## src/sv/pol_pkg.sv

```systemverilog
`default_nettype none

package pol_pkg;

    localparam int unsigned DATA_W = 32;
    localparam int unsigned FUNC_W = 3;
    localparam int unsigned POS_W  = 5;
    localparam int unsigned LEN_W  = 5;

    localparam logic [FUNC_W-1:0] FUNC_INS_FRONT = 3'd0;
    localparam logic [FUNC_W-1:0] FUNC_INS_BACK  = 3'd1;
    localparam logic [FUNC_W-1:0] FUNC_INS_POS   = 3'd2;
    localparam logic [FUNC_W-1:0] FUNC_DEL_FRONT = 3'd3;
    localparam logic [FUNC_W-1:0] FUNC_DEL_BACK  = 3'd4;
    localparam logic [FUNC_W-1:0] FUNC_DEL_POS   = 3'd5;

    typedef enum logic [1:0] {
        ST_OK    = 2'd0,
        ST_EMPTY = 2'd1,
        ST_FULL  = 2'd2,
        ST_RANGE = 2'd3
    } t_status;

    typedef enum logic [1:0] {
        CELL_HOLD = 2'd0,
        CELL_INS  = 2'd1,
        CELL_DEL  = 2'd2
    } t_cell_op;

    typedef struct packed {
        t_cell_op op;
    } t_cell_ctrl;

endpackage

`default_nettype wire

```

## src/sv/pol_cell.sv

```systemverilog
`default_nettype none

module pol_cell #(
    parameter int unsigned IW  = 4,
    parameter int unsigned IDX = 0
) (
    input  wire logic                                  i_clk,
    input  wire pol_pkg::t_cell_ctrl                   i_ctrl,
    input  wire logic [IW-1:0]                         i_index,
    input  wire logic signed [pol_pkg::DATA_W-1:0]     i_new,
    input  wire logic signed [pol_pkg::DATA_W-1:0]     i_left,
    input  wire logic signed [pol_pkg::DATA_W-1:0]     i_right,
    output logic signed [pol_pkg::DATA_W-1:0]          o_value
);

    localparam logic [IW-1:0] MY_IDX = IW'(IDX);

    logic signed [pol_pkg::DATA_W-1:0] r_value;
    logic signed [pol_pkg::DATA_W-1:0] n_value;

    always_comb begin
        n_value = r_value;
        case (i_ctrl.op)
            pol_pkg::CELL_INS: begin
                if (MY_IDX == i_index) begin
                    n_value = i_new;
                end else if (MY_IDX > i_index) begin
                    n_value = i_left;
                end
            end
            pol_pkg::CELL_DEL: begin
                if (MY_IDX >= i_index) begin
                    n_value = i_right;
                end
            end
            default: begin
                n_value = r_value;
            end
        endcase
    end

    always_ff @(posedge i_clk) begin
        r_value <= n_value;
    end

    assign o_value = r_value;

endmodule

`default_nettype wire

```

## src/sv/positional_ordered_list_top.sv

```systemverilog
// A result word appears on the output in the cycle after its input word is accepted.
// Throughput: one word per cycle while o_ready is high; cells at and after the position shift in the accepting cycle.
// A new word enters only while the output register is empty or its word is taken that cycle.
// Reset clears the element count and the output valid; cell contents stay undefined.
`default_nettype none

module positional_ordered_list_top #(
    parameter int unsigned CAPACITY = 16
) (
    input  wire logic                                  i_clk,
    input  wire logic                                  i_rst_n,
    input  wire logic                                  i_valid,
    output logic                                       o_ready,
    input  wire logic [pol_pkg::FUNC_W-1:0]            i_func,
    input  wire logic signed [pol_pkg::DATA_W-1:0]     i_value,
    input  wire logic [pol_pkg::POS_W-1:0]             i_position,
    output logic                                       o_valid,
    input  wire logic                                  i_ready,
    output logic signed [pol_pkg::DATA_W-1:0]          o_removed_value,
    output logic [1:0]                                 o_status,
    output logic [pol_pkg::LEN_W-1:0]                  o_length
);

    localparam int unsigned CW    = $clog2(CAPACITY + 1);
    localparam int unsigned IW    = (CAPACITY > 1) ? $clog2(CAPACITY) : 1;
    localparam int unsigned CMP_W = ((CW > pol_pkg::POS_W) ? CW : pol_pkg::POS_W) + 1;
    localparam logic [CW-1:0] CAP_C = CW'(CAPACITY);

    logic [CW-1:0]                      r_count;
    logic [CW-1:0]                      n_count;
    logic                               r_out_valid;
    logic signed [pol_pkg::DATA_W-1:0]  r_removed;
    logic signed [pol_pkg::DATA_W-1:0]  n_removed;
    pol_pkg::t_status                   r_status;
    pol_pkg::t_status                   n_status;
    logic [pol_pkg::LEN_W-1:0]          r_length;

    logic                               accept;
    logic                               full;
    logic                               empty;
    logic [CMP_W-1:0]                   pos_x;
    logic [CMP_W-1:0]                   cnt_x;
    logic [CMP_W-1:0]                   k_x;
    logic [IW-1:0]                      k_idx;
    pol_pkg::t_cell_op                  op_do;
    pol_pkg::t_cell_ctrl                cell_ctrl;

    logic signed [pol_pkg::DATA_W-1:0]  w_val [CAPACITY];

    assign o_ready = !r_out_valid || i_ready;
    assign accept  = i_valid && o_ready;
    assign full    = (r_count == CAP_C);
    assign empty   = (r_count == '0);
    assign pos_x   = CMP_W'(i_position);
    assign cnt_x   = CMP_W'(r_count);
    assign k_idx   = k_x[IW-1:0];

    always_comb begin
        n_status = pol_pkg::ST_OK;
        op_do    = pol_pkg::CELL_HOLD;
        k_x      = '0;
        case (i_func)
            pol_pkg::FUNC_INS_FRONT: begin
                if (full) begin
                    n_status = pol_pkg::ST_FULL;
                end else begin
                    op_do = pol_pkg::CELL_INS;
                end
            end
            pol_pkg::FUNC_INS_BACK: begin
                if (full) begin
                    n_status = pol_pkg::ST_FULL;
                end else begin
                    op_do = pol_pkg::CELL_INS;
                    k_x   = cnt_x;
                end
            end
            pol_pkg::FUNC_INS_POS: begin
                if (full) begin
                    n_status = pol_pkg::ST_FULL;
                end else if (pos_x == '0 || pos_x > cnt_x + CMP_W'(1)) begin
                    n_status = pol_pkg::ST_RANGE;
                end else begin
                    op_do = pol_pkg::CELL_INS;
                    k_x   = pos_x - CMP_W'(1);
                end
            end
            pol_pkg::FUNC_DEL_FRONT: begin
                if (empty) begin
                    n_status = pol_pkg::ST_EMPTY;
                end else begin
                    op_do = pol_pkg::CELL_DEL;
                end
            end
            pol_pkg::FUNC_DEL_BACK: begin
                if (empty) begin
                    n_status = pol_pkg::ST_EMPTY;
                end else begin
                    op_do = pol_pkg::CELL_DEL;
                    k_x   = cnt_x - CMP_W'(1);
                end
            end
            pol_pkg::FUNC_DEL_POS: begin
                if (empty) begin
                    n_status = pol_pkg::ST_EMPTY;
                end else if (pos_x == '0 || pos_x > cnt_x) begin
                    n_status = pol_pkg::ST_RANGE;
                end else begin
                    op_do = pol_pkg::CELL_DEL;
                    k_x   = pos_x - CMP_W'(1);
                end
            end
            default: begin
                n_status = pol_pkg::ST_OK;
            end
        endcase
    end

    assign cell_ctrl.op = accept ? op_do : pol_pkg::CELL_HOLD;

    always_comb begin
        n_removed = '0;
        if (op_do == pol_pkg::CELL_DEL) begin
            n_removed = w_val[k_idx];
        end
    end

    always_comb begin
        case (op_do)
            pol_pkg::CELL_INS: n_count = r_count + CW'(1);
            pol_pkg::CELL_DEL: n_count = r_count - CW'(1);
            default:           n_count = r_count;
        endcase
    end

    for (genvar g = 0; g < CAPACITY; g++) begin : g_cell
        logic signed [pol_pkg::DATA_W-1:0] left_val;
        logic signed [pol_pkg::DATA_W-1:0] right_val;

        if (g == 0) begin : g_first
            assign left_val = '0;
        end else begin : g_mid_l
            assign left_val = w_val[g-1];
        end

        if (g == CAPACITY - 1) begin : g_last
            assign right_val = '0;
        end else begin : g_mid_r
            assign right_val = w_val[g+1];
        end

        pol_cell #(
            .IW  (IW),
            .IDX (g)
        ) u_cell (
            .i_clk   (i_clk),
            .i_ctrl  (cell_ctrl),
            .i_index (k_idx),
            .i_new   (i_value),
            .i_left  (left_val),
            .i_right (right_val),
            .o_value (w_val[g])
        );
    end

    always_ff @(posedge i_clk) begin
        if (!i_rst_n) begin
            r_count     <= '0;
            r_out_valid <= 1'b0;
        end else begin
            if (accept) begin
                r_count     <= n_count;
                r_out_valid <= 1'b1;
            end else if (i_ready) begin
                r_out_valid <= 1'b0;
            end
        end
    end

    always_ff @(posedge i_clk) begin
        if (accept) begin
            r_removed <= n_removed;
            r_status  <= n_status;
            r_length  <= pol_pkg::LEN_W'(n_count);
        end
    end

    assign o_valid         = r_out_valid;
    assign o_removed_value = r_removed;
    assign o_status        = r_status;
    assign o_length        = r_length;

endmodule

`default_nettype wire

```

## config.mk

```make
export PLATFORM = sky130hd
export DESIGN_NAME = positional_ordered_list_top
export DESIGN_NICKNAME = d
export VERILOG_FILES = /design/src/sv/pol_pkg.sv /design/src/sv/pol_cell.sv /design/src/sv/positional_ordered_list_top.sv
export SDC_FILE = /design/constraint.sdc
export NUM_CORES = 1
export LEC_CHECK = 0
export ABC_AREA = 1
export BUFFER_PORTS_ARGS = -buffer_cell sky130_fd_sc_hd__buf_2
export CAP_MARGIN = 15
export CORE_MARGIN = 1
export CORE_UTILIZATION = 30
export CTS_CLUSTER_SIZE = 20
export DETAILED_ROUTE_END_ITERATION = 16
export GPL_TIMING_DRIVEN = 0
export REMOVE_ABC_BUFFERS = 1
export SYNTH_ARGS = -nofsm -noshare
export SYNTH_HDL_FRONTEND = slang
export SYNTH_SLANG_ARGS = --single-unit
```

## constraint.sdc

```tcl
create_clock -name i_clk -period 8.2 [get_ports i_clk]
set_input_delay 1.64 -clock i_clk [delete_from_list [all_inputs] [get_ports i_clk]]
set_output_delay 1.64 -clock i_clk [all_outputs]
set_load 0.02 [all_outputs]
```

==> metrics.yaml <==
n_fill_cell: 11830
vias: 31570
reg2regPathDepth: 24
rows: 123
grt_usage: 0.2010
arrival_ns: 7.35
grt_first_pass_wirelength_um: 181600
post-cts-setup-buffers: 0
grt_pass1_vias: 29530
hpwl_um: 70420
cts_made_buffers: 67
tightest_slew_ns: 1.214
async_flop_share: 0
status: "finished clean"
worst_setup_path_start_kind: "input pin"
endpoint: "g_cell[12].u_cell.o_value[13]"
portBuffers: 84
first_iter_violations: 3699
skew_ns: 0.01438
rr_startpoint: "r_count[0]"
cts.path.max_buffers: 3
maxSlewViolCount: 0
coreArea_mm2: 0.1130
hold_violations: 0
drc_errors: 0
synth_edf_count: 551
synth_warnings: 0
p_leak_nw: 16.08
start_util: 0.3042
cp-end-kind: "register"
ys_ff_latch: 557
hp-class: "register to register"
synth.cell_area_mm2: 0.03436
syn_inst: 4505
slew_headroom: 0.1876
rsz0062_at_grt: "false"
rrSetupSlack_ns: 1.23
required_ns: 8.50
worst_path_max_delay_cell: "o21ai_4"
chipHeight_um: 340.5
place_congestion: 0.7927
syn_area_per_cell_um2: 7.628
p_per_area_mw_per_mm2: 244.1
top_level_ports: 85
cts_tree: "done"
ctsHoldBuffers: 0
cp-startpoint: "i_position[0]"
grt_start_max_net_pins: 154
setup_tns_ns: 0
clock_latency_ns: 0.61
grt_overflow_total: 0
drt_wl_total_um: 119600
clock-root-buffer: "clkbuf_16"
die_area_mm2: 0.1159
yosysSeqAreaShare: 0.4850
vias_per_cell: 5.350
clock_sinks: 557
cp_max_fo: 108
criticalPathCategory: "input pin to register"
period_minus_slack_ns: 7.053
max_clock_freq_mhz: 141.8
cp_cell_sequence: "buf_2, inv_1, ha_1, nand3_1, o21ai_1, inv_1, nand2_1, nand3_2, nand2_4, nand2_8, buf_16, nand2_8, buf_16, inv_2, nand2_2, nor2_4, buf_12, inv_2, o21ai_4, buf_12"
area_growth_pct: 13.44
post_cts_resized: 0
drtAntennaViolNets: 0
drt-pass1-iter-count: 6
synth_cell_types: 38
ir_worst_vdd_uv: 174.5
drive_above_1_share: 0.07205
max-cap-violations: 0
cts_htree_levels: 3
clkTransAtPathRegs_ns: 0.06
die_w_um: 340.5
setup-violations-final: 0
wire_per_inst_um: 20.26
antenna_found_initial: 7
fin_crit_sh: 0.8602
slowest_delay_ns: 0.97
r2r_end: "g_cell[12].u_cell.o_value[13]"
synth_flop_cell: "edfxtp_1"
fin_hold_ws_ns: 0.5099
nNetsFinal: 4423
[flip-flops by register name, indices dropped and copies added (netlist names)]
| signal | cells |
|---|---|
| g_cell.u_cell.o_value | 512 |
| o_length | 5 |
| o_removed_value | 32 |
| o_status | 2 |
| o_valid | 1 |
| r_count | 5 |
[critical path, delay by kind of cell]
kind | cells | cell delay (ns)
fa+ha+maj | 1 | 0.31
simple gates | 8 | 1.70
compound gates | 2 | 1.03
buf+inv | 9 | 2.42
[synth_stat cells, types with 21 or more instances]
cell type | number | area [um2]
nand2_1 | 1386 | 5202
clkbuf_1 | 204 | 765.7
o22ai_1 | 162 | 1013
inv_1 | 363 | 1363
nor2_1 | 179 | 671.9
nand3_1 | 424 | 2122
ha_1 | 21 | 262.8
a21oi_1 | 83 | 415.4
nor3_1 | 68 | 340.3
o21ai_0 | 527 | 2638
buf_2 | 129 | 645.6
o21ai_1 | 292 | 1461
edfxtp_1 | 551 | 16550
[per-layer routing]
metal  GRT usage  vias to the layer above  share of wire
met5           0                        -        0.00049
met4     0.06661                       10          0.032
met3     0.03156                      282          0.089
met2      0.3379                     1576           0.47
met1      0.2623                    14790           0.41
li1            -                    14920              -
[area by class of cell]
type / instances / area [um2] / area share
diodes: 2 / 5.005 / 0.0001284
clock buffers: 86 / 1790 / 0.04593
clock inverters: 26 / 200.2 / 0.005135
inverters: 374 / 1418 / 0.03636
multi-input cells: 3200 / 14850 / 0.3810
flip-flops and latches: 557 / 16670 / 0.4275
well taps: 1500 / 1877 / 0.04814
repair buffers: 157 / 2175 / 0.05578
[through the flow]
step                cells  power [mW]  worst slack [ns]  utilization  instance area, um2
floorplan            4131       5.685            -20.79            -               32720
global placement     5715       6.561            -51.76       0.3100               35020
detailed placement   5788       6.651            0.6731       0.3274               36990
CTS                  5900       9.528             1.265       0.3451               38980
global route         5901       9.978            0.9974       0.3451               38980
finish               5902       9.515             1.147       0.3451               38980
[how the worst min path moves through the flow]
stage,slack [ns],cells past startpoint,startpoint,end
floorplan,0.53,2,g_cell[12].u_cell.o_value[0],g_cell[11].u_cell.o_value[0]
global placement,0.49,2,o_valid,o_valid
detailed placement,0.51,2,o_valid,o_valid
CTS,0.52,2,o_valid,o_valid
global route,0.55,2,o_valid,o_valid
finish,0.51,2,o_valid,o_valid
[power by group]
group          leakage (nW)  internal, mW  total [mW]  switching [mW]
registers              5.27          3.81        4.03           0.220
logic                  9.83         0.862        2.61            1.75
clock network         0.981          1.63        2.87            1.25
total                  16.1          6.30        9.51            3.21
[logic make-up after synthesis]
family          count (synthesis)  synth area share
compound gates               1073            0.1635
buf+inv                       748           0.08873
xor+xnor                        9          0.002294
fa+ha+maj                      22          0.008229
flops                         557            0.4850
simple gates                 2096            0.2522
[cells in the final DEF (no fill, tap or decap), types with 13 or more instances in the layout]
| master | count |
|---|---|
| clkbuf_16 | 69 |
| nor3_1 | 68 |
| buf_16 | 39 |
| nand3_1 | 424 |
| inv_2 | 13 |
| edfxtp_1 | 551 |
| nor2_4 | 13 |
| o22ai_1 | 161 |
| o21ai_0 | 525 |
| inv_1 | 357 |
| nand2_2 | 15 |
| nor2_1 | 175 |
| nand2_1 | 1382 |
| buf_2 | 84 |
| o21ai_1 | 290 |
| ha_1 | 20 |
| a21oi_1 | 81 |
| buf_12 | 34 |
| clkbuf_1 | 17 |
(Power assumes the default switching activity.)
